## src/sv/lksd_pkg.sv

```systemverilog
`timescale 1ns / 1ps
// ----------------------------------------------------------------------------
// lksd_pkg
// Shared types and codes for the LED display / key scan device logic.
// ----------------------------------------------------------------------------
package lksd_pkg;

    // bus event carried in tuser on the input side
    localparam logic [1:0] EV_WRITE = 2'd0;
    localparam logic [1:0] EV_READ  = 2'd1;
    localparam logic [1:0] EV_END   = 2'd2;

    // command class in bits 7..6 of the first byte of a frame
    localparam logic [1:0] KIND_NONE    = 2'b00;
    localparam logic [1:0] KIND_DATA    = 2'b01;
    localparam logic [1:0] KIND_DISPLAY = 2'b10;
    localparam logic [1:0] KIND_ADDRESS = 2'b11;

    // result status
    localparam logic [1:0] ST_OK      = 2'd0;
    localparam logic [1:0] ST_IGNORED = 2'd1;
    localparam logic [1:0] ST_OVERRUN = 2'd2;

    localparam int DATA_W   = 8;
    localparam int ADDR_W   = 4;
    localparam int LEVEL_W  = 3;
    localparam int KEY_W    = 32;
    localparam int KIDX_W   = 3;
    localparam int IN_W     = 40;
    localparam int OUT_W    = 32;

    // one classified word travelling from front to back
    typedef struct packed {
        logic [DATA_W-1:0]  read_data;
        logic               ram_write;
        logic [ADDR_W-1:0]  ram_addr;
        logic [DATA_W-1:0]  ram_data;
        logic               display_on;
        logic [LEVEL_W-1:0] brightness;
        logic [1:0]         status;
    } lksd_op_t;

endpackage

```

## src/sv/lksd_front.sv

```systemverilog
`timescale 1ns / 1ps
// ----------------------------------------------------------------------------
// lksd_front
// Accepts bus events, decodes commands and keeps the frame, address, key
// and display control state; emits one classified result word per event.
// ----------------------------------------------------------------------------
module lksd_front #(
    parameter int DISPLAY_REGS = 16,
    parameter int KEY_BYTES    = 4
) (
    input  logic                      clk,
    input  logic                      rst_n,
    input  logic                      in_valid,
    output logic                      in_ready,
    input  logic [1:0]                in_cmd,
    input  logic [lksd_pkg::DATA_W-1:0] in_byte,
    input  logic [lksd_pkg::KEY_W-1:0]  in_keys,
    output logic                      op_valid,
    input  logic                      op_ready,
    output lksd_pkg::lksd_op_t        op
);
    import lksd_pkg::*;

    localparam logic [ADDR_W-1:0] ADDR_LAST = ADDR_W'(DISPLAY_REGS - 1);
    localparam logic [KIDX_W-1:0] KEY_END   = KIDX_W'(KEY_BYTES);

    logic                      frame_first_reg, frame_first_next;
    logic                      read_mode_reg, read_mode_next;
    logic [ADDR_W-1:0]         addr_ptr_reg, addr_ptr_next;
    logic [KIDX_W-1:0]         key_index_reg, key_index_next;
    logic [3:0][DATA_W-1:0]    key_latch_reg, key_latch_next;
    logic                      disp_enable_reg, disp_enable_next;
    logic [LEVEL_W-1:0]        bright_reg, bright_next;
    logic [ADDR_W-1:0]         sat_addr;
    logic                      accept;

    assign in_ready = op_ready;
    assign op_valid = in_valid;
    assign accept   = in_valid & op_ready;

    always_comb
    begin
        sat_addr = in_byte[ADDR_W-1:0];
        if (sat_addr > ADDR_LAST)
        begin
            sat_addr = ADDR_LAST;
        end
    end

    always_comb
    begin
        frame_first_next = frame_first_reg;
        read_mode_next   = read_mode_reg;
        addr_ptr_next    = addr_ptr_reg;
        key_index_next   = key_index_reg;
        key_latch_next   = key_latch_reg;
        disp_enable_next = disp_enable_reg;
        bright_next      = bright_reg;
        op               = '0;
        op.status        = ST_OK;

        unique case (in_cmd)
            EV_WRITE:
            begin
                if (frame_first_reg)
                begin
                    frame_first_next = 1'b0;
                    unique case (in_byte[7:6])
                        KIND_DATA:
                        begin
                            read_mode_next = in_byte[1];
                            if (in_byte[1])
                            begin
                                key_latch_next = in_keys;
                                key_index_next = '0;
                            end
                        end
                        KIND_DISPLAY:
                        begin
                            disp_enable_next = in_byte[3];
                            bright_next      = in_byte[LEVEL_W-1:0];
                        end
                        KIND_ADDRESS:
                        begin
                            addr_ptr_next = sat_addr;
                        end
                        default:
                        begin
                            op.status = ST_IGNORED;
                        end
                    endcase
                end
                else if (read_mode_reg)
                begin
                    op.status = ST_IGNORED;
                end
                else
                begin
                    op.ram_write  = 1'b1;
                    op.ram_addr   = addr_ptr_reg;
                    op.ram_data   = in_byte;
                    addr_ptr_next = (addr_ptr_reg >= ADDR_LAST) ? '0 : addr_ptr_reg + 1'b1;
                end
            end
            EV_READ:
            begin
                if (frame_first_reg || !read_mode_reg)
                begin
                    op.status = ST_IGNORED;
                end
                else if (key_index_reg < KEY_END)
                begin
                    op.read_data   = key_latch_reg[key_index_reg[1:0]];
                    key_index_next = key_index_reg + 1'b1;
                end
                else
                begin
                    op.status = ST_OVERRUN;
                end
            end
            EV_END:
            begin
                frame_first_next = 1'b1;
            end
            default:
            begin
                op.status = ST_IGNORED;
            end
        endcase

        // display control reported as it stands after this word
        op.display_on = disp_enable_next;
        op.brightness = bright_next;
    end

    always_ff @(posedge clk or negedge rst_n)
    begin
        if (!rst_n)
        begin
            frame_first_reg <= 1'b1;
            read_mode_reg   <= 1'b0;
            addr_ptr_reg    <= '0;
            key_index_reg   <= '0;
            key_latch_reg   <= '0;
            disp_enable_reg <= 1'b0;
            bright_reg      <= '0;
        end
        else if (accept)
        begin
            frame_first_reg <= frame_first_next;
            read_mode_reg   <= read_mode_next;
            addr_ptr_reg    <= addr_ptr_next;
            key_index_reg   <= key_index_next;
            key_latch_reg   <= key_latch_next;
            disp_enable_reg <= disp_enable_next;
            bright_reg      <= bright_next;
        end
    end

endmodule

```

## src/sv/lksd_queue.sv

```systemverilog
`timescale 1ns / 1ps
// ----------------------------------------------------------------------------
// lksd_queue
// Two-entry FIFO of classified words between the front and back parts.
// ----------------------------------------------------------------------------
module lksd_queue (
    input  logic               clk,
    input  logic               rst_n,
    input  logic               push_valid,
    output logic               push_ready,
    input  lksd_pkg::lksd_op_t push_op,
    output logic               pop_valid,
    input  logic               pop_ready,
    output lksd_pkg::lksd_op_t pop_op
);
    import lksd_pkg::*;

    lksd_op_t   entry_reg [2];
    logic       wr_ptr_reg, wr_ptr_next;
    logic       rd_ptr_reg, rd_ptr_next;
    logic [1:0] count_reg, count_next;
    logic       do_push, do_pop;

    assign push_ready = (count_reg != 2'd2);
    assign pop_valid  = (count_reg != 2'd0);
    assign pop_op     = entry_reg[rd_ptr_reg];
    assign do_push    = push_valid & push_ready;
    assign do_pop     = pop_valid & pop_ready;

    always_comb
    begin
        wr_ptr_next = do_push ? ~wr_ptr_reg : wr_ptr_reg;
        rd_ptr_next = do_pop  ? ~rd_ptr_reg : rd_ptr_reg;
        count_next  = count_reg + {1'b0, do_push} - {1'b0, do_pop};
    end

    always_ff @(posedge clk or negedge rst_n)
    begin
        if (!rst_n)
        begin
            wr_ptr_reg <= 1'b0;
            rd_ptr_reg <= 1'b0;
            count_reg  <= 2'd0;
        end
        else
        begin
            wr_ptr_reg <= wr_ptr_next;
            rd_ptr_reg <= rd_ptr_next;
            count_reg  <= count_next;
        end
    end

    always_ff @(posedge clk)
    begin
        if (do_push)
        begin
            entry_reg[wr_ptr_reg] <= push_op;
        end
    end

endmodule

```

## src/sv/lksd_back.sv

```systemverilog
`timescale 1ns / 1ps
// ----------------------------------------------------------------------------
// lksd_back
// Drains the queue into the output register and packs the result word.
// ----------------------------------------------------------------------------
module lksd_back (
    input  logic                      clk,
    input  logic                      rst_n,
    input  logic                      op_valid,
    output logic                      op_ready,
    input  lksd_pkg::lksd_op_t        op,
    output logic                      out_valid,
    input  logic                      out_ready,
    output logic [lksd_pkg::OUT_W-1:0] out_data,
    output logic [1:0]                out_user
);
    import lksd_pkg::*;

    logic             valid_reg, valid_next;
    logic [OUT_W-1:0] data_reg, data_next;
    logic [1:0]       user_reg, user_next;
    logic             load;

    // load when the output stage is empty or being emptied this cycle
    assign op_ready = ~valid_reg | out_ready;
    assign load     = op_valid & op_ready;

    always_comb
    begin
        valid_next = valid_reg;
        data_next  = data_reg;
        user_next  = user_reg;
        if (op_ready)
        begin
            valid_next = op_valid;
        end
        if (load)
        begin
            data_next = {7'd0, op.brightness, op.display_on, op.ram_data,
                         op.ram_addr, op.ram_write, op.read_data};
            user_next = op.status;
        end
    end

    always_ff @(posedge clk or negedge rst_n)
    begin
        if (!rst_n)
        begin
            valid_reg <= 1'b0;
        end
        else
        begin
            valid_reg <= valid_next;
        end
    end

    always_ff @(posedge clk)
    begin
        data_reg <= data_next;
        user_reg <= user_next;
    end

    assign out_valid = valid_reg;
    assign out_data  = data_reg;
    assign out_user  = user_reg;

endmodule

```

## src/sv/led_key_scan_display_slave.sv

```systemverilog
`timescale 1ns / 1ps
// ----------------------------------------------------------------------------
// led_key_scan_display_slave
// Device side of a strobe-framed serial LED display and key scan controller.
// ----------------------------------------------------------------------------
// Input stream: one word per bus event (byte written, byte read, frame end),
// event code in tuser, host byte and current key matrix in tdata. Output
// stream: one result word per input word, in order, carrying the key byte
// read, the display register write (address, data), the display enable and
// brightness after the event, and a status code in tuser.
// Throughput is one word per cycle while the queue has room: the front
// decoder updates all frame and display state in the cycle a word is
// taken and pushes a result into a two-entry queue, which the output
// register drains. An accepted word's result is written into the queue
// and then loaded into the output register, which drives the output.
// When the receiver stalls, results collect in the output register and the
// queue; s_axis_tready falls only once both are full, and nothing is lost.
// Reset clears the queue and output valid, returns the decoder to "next
// byte is a command" in write mode, address zero, display off, level zero.
// The display registers themselves live downstream and are fed from the
// reported writes.
// ----------------------------------------------------------------------------
module led_key_scan_display_slave #(
    parameter int DISPLAY_REGS = 16,
    parameter int KEY_BYTES    = 4
) (
    input  logic                       clk,
    input  logic                       rst_n,
    input  logic                       s_axis_tvalid,
    output logic                       s_axis_tready,
    // [7:0] data_byte, [39:8] key_bits
    input  logic [lksd_pkg::IN_W-1:0]  s_axis_tdata,
    // [1:0] cmd
    input  logic [1:0]                 s_axis_tuser,
    output logic                       m_axis_tvalid,
    input  logic                       m_axis_tready,
    // [7:0] read_data, [8] ram_write, [12:9] ram_addr, [20:13] ram_data,
    // [21] display_on, [24:22] brightness, [31:25] zero
    output logic [lksd_pkg::OUT_W-1:0] m_axis_tdata,
    // [1:0] status
    output logic [1:0]                 m_axis_tuser
);
    import lksd_pkg::*;

    lksd_op_t front_op, back_op;
    logic     front_valid, front_ready;
    logic     back_valid, back_ready;

    lksd_front #(
        .DISPLAY_REGS (DISPLAY_REGS),
        .KEY_BYTES    (KEY_BYTES)
    ) u_front (
        .clk      (clk),
        .rst_n    (rst_n),
        .in_valid (s_axis_tvalid),
        .in_ready (s_axis_tready),
        .in_cmd   (s_axis_tuser),
        .in_byte  (s_axis_tdata[DATA_W-1:0]),
        .in_keys  (s_axis_tdata[IN_W-1:DATA_W]),
        .op_valid (front_valid),
        .op_ready (front_ready),
        .op       (front_op)
    );

    lksd_queue u_queue (
        .clk        (clk),
        .rst_n      (rst_n),
        .push_valid (front_valid),
        .push_ready (front_ready),
        .push_op    (front_op),
        .pop_valid  (back_valid),
        .pop_ready  (back_ready),
        .pop_op     (back_op)
    );

    lksd_back u_back (
        .clk       (clk),
        .rst_n     (rst_n),
        .op_valid  (back_valid),
        .op_ready  (back_ready),
        .op        (back_op),
        .out_valid (m_axis_tvalid),
        .out_ready (m_axis_tready),
        .out_data  (m_axis_tdata),
        .out_user  (m_axis_tuser)
    );

endmodule

```

## config.mk

```make
export PLATFORM = sky130hd
export DESIGN_NAME = led_key_scan_display_slave
export DESIGN_NICKNAME = d
export VERILOG_FILES = /design/src/sv/lksd_pkg.sv /design/src/sv/lksd_front.sv /design/src/sv/lksd_queue.sv /design/src/sv/lksd_back.sv /design/src/sv/led_key_scan_display_slave.sv
export SDC_FILE = /design/constraint.sdc
export NUM_CORES = 1
export LEC_CHECK = 0
export BUFFER_PORTS_ARGS = -buffer_cell sky130_fd_sc_hd__buf_2
export CORE_ASPECT_RATIO = 0.8
export CORE_MARGIN = 5
export CORE_UTILIZATION = 40
export CTS_BUF_LIST = sky130_fd_sc_hd__clkbuf_8
export CTS_CLUSTER_SIZE = 28
export DETAILED_ROUTE_END_ITERATION = 8
export GPL_TIMING_DRIVEN = 0
export HOLD_SLACK_MARGIN = 0.03
export PLACE_DENSITY = 0.7
export SYNTH_ARGS = -nofsm -noshare
export SYNTH_HDL_FRONTEND = slang
export SYNTH_SLANG_ARGS = --single-unit
```

## constraint.sdc

```tcl
create_clock -name clk -period 2.7 [get_ports clk]
set_clock_uncertainty 0.2 [all_clocks]
set_input_delay 0.405 -clock clk [delete_from_list [all_inputs] [get_ports clk]]
set_output_delay 0.405 -clock clk [all_outputs]
set_load 0.03 [all_outputs]
```

# [After elaboration in Yosys (flattened, before gate mapping)]
# Memories as Yosys holds them, arrays and structs flattened. A register that Yosys moved wholly into a read port is not among the register bits.
# Index checks and enable logic that the tools add are counted.
# W data, S select, Z words.
[totals] ram_bits=54 ff_bits=50 n_memories=1 elab_cells=88 out_inout_bits=36 input_bits=46
[op_classes] eq_ne=13 n_lt_le_gt_ge=4 n_addsub=4 reduce_logical=12 mux=34 bitwise_logic=6
[mem_list] name="u_queue.entry_reg" words=2 word_bits=27 rd=1 rd_ports_with_merged_regs=1 write_ports=1 line="lksd_queue.sv:18" source="lksd_op_t entry_reg [2];"
[op_table] cell="$mux W13" n=3
[op_table] cell="$mux W8" n=4
[op_table] cell="$mux W3" n=8
[op_table] cell="$mux W4" n=5
[op_table] cell="$bmux W8 S2" n=1
[op_table] cell="$ne A2 B2 Y1 const B" n=5
[op_table] cell="$reduce_and A4 Y1" n=2
[op_table] cell="$mux W1" n=7
[op_table] cell="$reduce_and A7 Y1" n=1
[op_table] cell="$eq A2 B2 Y1 const B" n=3
[op_table] cell="$mux W2" n=3
[op_table] cell="$ne A2 B1 Y1 const B" n=3
[op_table] cell="$pmux W2 S3" n=1
[op_table] cell="$pmux W3 S2" n=1
[op_table] cell="$reduce_bool A2 Y1" n=3
[op_table] cell="$reduce_and A5 Y1" n=1
[op_table] cell="$add A4 B1 Y4 const B" n=1
[op_table] cell="$eq A2 B1 Y1 const B" n=2
[op_table] cell="$ge A4 B4 Y1 const B" n=1
[op_table] cell="$gt A4 B4 Y1 const B" n=1
[op_table] cell="$add A3 B1 Y3 const B" n=1
[op_table] cell="$lt A2 B3 Y1 const B" n=1
[op_table] cell="$lt A3 B3 Y1 const B" n=1
[op_table] cell="$not A1 Y1" n=3
[op_table] cell="other kinds (10)" n=11

# [Longest topological paths before layout]
[logic_depth] ltp_word=5 mapped_depth=6 ltp_nobuf=5

# [By module]
# From an unflattened synthesis, not the netlist that was laid out.
[hier_totals] hier_cells=331 area_unflattened_um2=5410.2
[by_module_without_submodules] mod="lksd_front" seq_area_each_um2=1127.3 area_each_um2=2309.7 cells_each=186 instances=1
[by_module_without_submodules] mod="lksd_queue" seq_area_each_um2=1721.7 area_each_um2=2179.6 cells_each=106 instances=1
[by_module_without_submodules] mod="lksd_back" seq_area_each_um2=835.8 area_each_um2=920.9 cells_each=39 instances=1

# [Worst setup path after synthesis]
# OpenSTA, ideal clock, no wires.
[synth_timing] kind="flip-flop to flip-flop" from="register u_back.valid_reg, in the netlist u_back.out_valid" to="register u_queue.count_reg[1]" synth_period_minus_slack_ps=3023 stages_incl_launch_ff=5 arrival_time_ps=2700 setup_time_ps=123 path_slack_ps=-323 n_path_buf=0 required_ps=2377 path_cell_list="dfrtp_1 -> a21oi_1 -> ha_1 -> nor2_1 -> xnor2_1"
[synth_via] elab_chain_cells=4
[synth_lines] element="start, declared" line="lksd_back.sv:19" source="logic valid_reg, valid_next;"
[synth_lines] element="start signal, assigned" line="lksd_back.sv:53" source="valid_reg <= valid_next;"
[synth_lines] element="$not A1 Y1" line="lksd_back.sv:25" source="assign op_ready = ~valid_reg | out_ready;"
[synth_lines] element="$or A1 B1 Y1" line="lksd_back.sv:25"
[synth_lines] element="$and A1 B1 Y1"
[synth_lines] element="via u_back.load" line="lksd_back.sv:22" source="logic load;"
[synth_lines] element="$sub A2 B1 Y2" line="lksd_queue.sv:34" source="count_next = count_reg + {1'b0, do_push} - {1'b0, do_pop};"
[synth_lines] element="via u_queue.count_next[1]" line="lksd_queue.sv:21" source="logic [1:0] count_reg, count_next;"
[synth_lines] element="end signal, assigned" line="lksd_queue.sv:49" source="count_reg <= count_next;"
[synth_lines] element="end, declared" line="lksd_queue.sv:21"
# The timed path passes the listed nets, and every way through them passes these cells.
# A chain may end at the register's enable or synchronous reset.

# [Final worst setup path]
[layout_timing] from="register u_queue.count_reg[1]" to="memory u_queue.entry_reg[1][25] (netlist bit) (enable)"
[layout_via] elab_chain_cells=4
[layout_lines] element="$ne A2 B2 Y1" line="lksd_queue.sv:24" source="assign push_ready = (count_reg != 2'd2);"
[layout_lines] element="$and A1 B1 Y1" line="lksd_queue.sv:27" source="assign do_push = push_valid & push_ready;"
[layout_lines] element="$mux W1" line="lksd_queue.sv:55" source="if (do_push)"
[layout_lines] element="$mux W1 (implied by the code)" line="lksd_queue.sv:57" source="entry_reg[wr_ptr_reg] <= push_op;"
[layout_lines] element="end, declared" line="lksd_queue.sv:18"
# Every way passes these cells.

==> metrics.cfg <==
[place]
gp_congestion = 0.764
dpl.hpwl_mm = 6.54
io_buffers = 74
placed_cells = 580

[drt]
dr.max_layer_used = met5
drt_iter0_drc = 148
wl_mm = 10.2
wl_met3_um = 547
vias = 3025
wl_per_cell_um = 15.8
met2WireLength_mm = 4.94
drt-met1-wl_mm = 4.57
detail_route.first_pass.iterations = 4
viasPerCell = 4.68
final_antenna_net_count = 0
remaining_drc_errors = 0

[timing]
hold_viol_final = 0
period_needed_ns = 2.29
tns_ns = 0
final_max_slew_viol_count = 0
tightest_slew_ns = 1.32
finalCritPeriodShare_pct = 84.8
clock.fmax_mhz = 437
final-setup-viol-count = 0
maxSlewHeadroom_pct = 12.3
whs_ns = 0.0700
rsz0062_at_grt = false

[yosys]
ys_ff_latch = 131
synth_area_leaders = edfxtp_1, dfrtp_1, mux2_2
synth_ff_type = edfxtp_1
synth_enable_flop_cells = 81
postSynthAreaPerCell_um2 = 17.0
netlist_area_um2 = 5410
synth_top_cell_by_area = edfxtp_1
ys_warn_count = 0
seq_area_frac_synth_pct = 68.1
syn_inst = 319
async_reset_ff_share_pct = 38.2
yosysUniqueCellTypes = 46
synth_top_cell_area_share_pct = 44.9

[outcome]
status = completed

[setup_path]
crit_fanout = 27
critPathCaptureType = flop
crit_arrival_ns = 2.14
worstPathRequired_ns = 2.55
critPathKind = reg -> reg
start_kind = flop

[global_route]
overflow = 0
grt_pass1_vias = 3159
antenna_found_initial = 1
grt_pass1_wl_mm = 16.4
grt_use_total_pct = 13.6
grt_max_degree = 51

[layout]
final_common_cell = edfxtp_1
final_cells = 647
nFillCells = 1140
regArea_um2 = 3680
multi_input_area_um2 = 1620
drive_gt1_share_pct = 44.2
final_cell_mix = edfxtp_1, buf_2, mux2_2
fin_nets = 502
largest_reg_flops = 54
area_growth_pct = 25.4

[clock_network]
clkTransAtPathRegs_ns = 0.07
cts-root-buf = clkbuf_8
cts_tree = built
post_cts_buffers = 0
cts.sinks = 131
insertion_delay_ns = 0.44
numCtsBuffers = 17
cts_buffer_depth = 2
cts_hold_buf = 34
ctsResizeCount = 0
htreeDepth = 4

[die]
die_h_um = 114
ios = 82
fp-row-count = 38
dieArea_um2 = 16000
start_util_pct = 40.4
dieWidth_um = 140
core-area_um2 = 13400

[pwr]
p_leak_nw = 2.83
peakVddDrop_mv = 0.473
power.density_nw_per_um2 = 1010
p_total_mw = 6.88

[run]
drv_cap = 0

[min_path]
hold_class = in -> reg

-- path summary, 6_finish.rpt --
| check | depth (start not counted) | slack, ns | endpoint | startpoint |
|---|---|---|---|---|
| min in group asynchronous | 2 | 0.55 | u_front.key_latch_reg[27] | rst_n |
| max in group asynchronous | 2 | 1.04 | u_front.bright_reg[2] | rst_n |
| max | 3 | 0.41 | u_queue.entry_reg[1][25] | u_queue.count_reg[1] |
| max reg2reg | 3 | 0.41 | u_queue.entry_reg[1][25] | u_queue.count_reg[1] |
| min | 2 | 0.07 | u_queue.entry_reg[0][11] | s_axis_tdata[5] |
| min reg2reg | 1 | 0.31 | u_front.key_latch_reg[8] | u_front.key_latch_reg[8] |
-- power by group --
part           total, mW  switching [mW]  internal, mW
clock network       1.58           0.771         0.810
logic               2.11            1.23         0.884
registers           3.19           0.246          2.95
total               6.88            2.24          4.64
-- layout make-up --
| class | count | area share, % |
|---|---|---|
| flip-flops and latches | 131 | 54.3 |
| multi-input cells | 171 | 23.8 |
| repair buffers | 109 | 10.8 |
| clock buffers | 17 | 3.45 |
| well taps | 180 | 3.32 |
| clock inverters | 15 | 2.08 |
| plain buffers | 20 | 2.08 |
| inverters | 3 | 0.166 |
| diodes | 1 | 0.0369 |
-- layer usage --
| layer | global-route usage [%] | up-vias |
|---|---|---|
| met1 | 16.9 | 1484 |
| li1 | - | 1458 |
| met5 | 0 | - |
| met3 | 4.80 | 16 |
| met2 | 21.7 | 65 |
| met4 | 5.94 | 2 |
-- synthesized netlist by cell type, types with 3 or more instances --
cell type	count
buf_6	4
xnor2_1	3
mux4_2	8
buf_2	5
nor2_1	12
dfrtp_1	49
nand2_1	9
and3_1	10
inv_1	3
mux2_2	64
o21ai_0	6
ha_1	3
mux2_4	4
edfxtp_1	81
buf_4	8
and2_1	12
-- worst max-delay path, stage by stage, from the launching register on --
cell	delay [ns]
dfrtp_1	0.40
nand2b_1	0.08
buf_4	0.16
and3_1	1.04
-- cells by family (layout without fill, tap and decap cells) --
logic type / Yosys count / count (layout) / share of synthesized area, %
flops: 131 / 131 / 68.1
other cells: 1 / 8 / 0.0693
compound gates: 18 / 18 / 2.57
buf+inv: 23 / 164 / 2.82
simple gates: 61 / 61 / 7.05
xor+xnor: 5 / 5 / 0.809
mux: 77 / 77 / 17.9
fa+ha+maj: 3 / 3 / 0.693
-- stage by stage --
stage	util, %	setup slack [ns]	area [µm²]
after floorplan	-	0.156	5440
after global placement	45.0	-0.513	6040
after detailed placement	45.3	0.324	6070
after CTS	50.6	0.319	6790
after global routing	50.6	0.252	6790
final	50.6	0.411	6790
(Power assumes the default switching activity.)
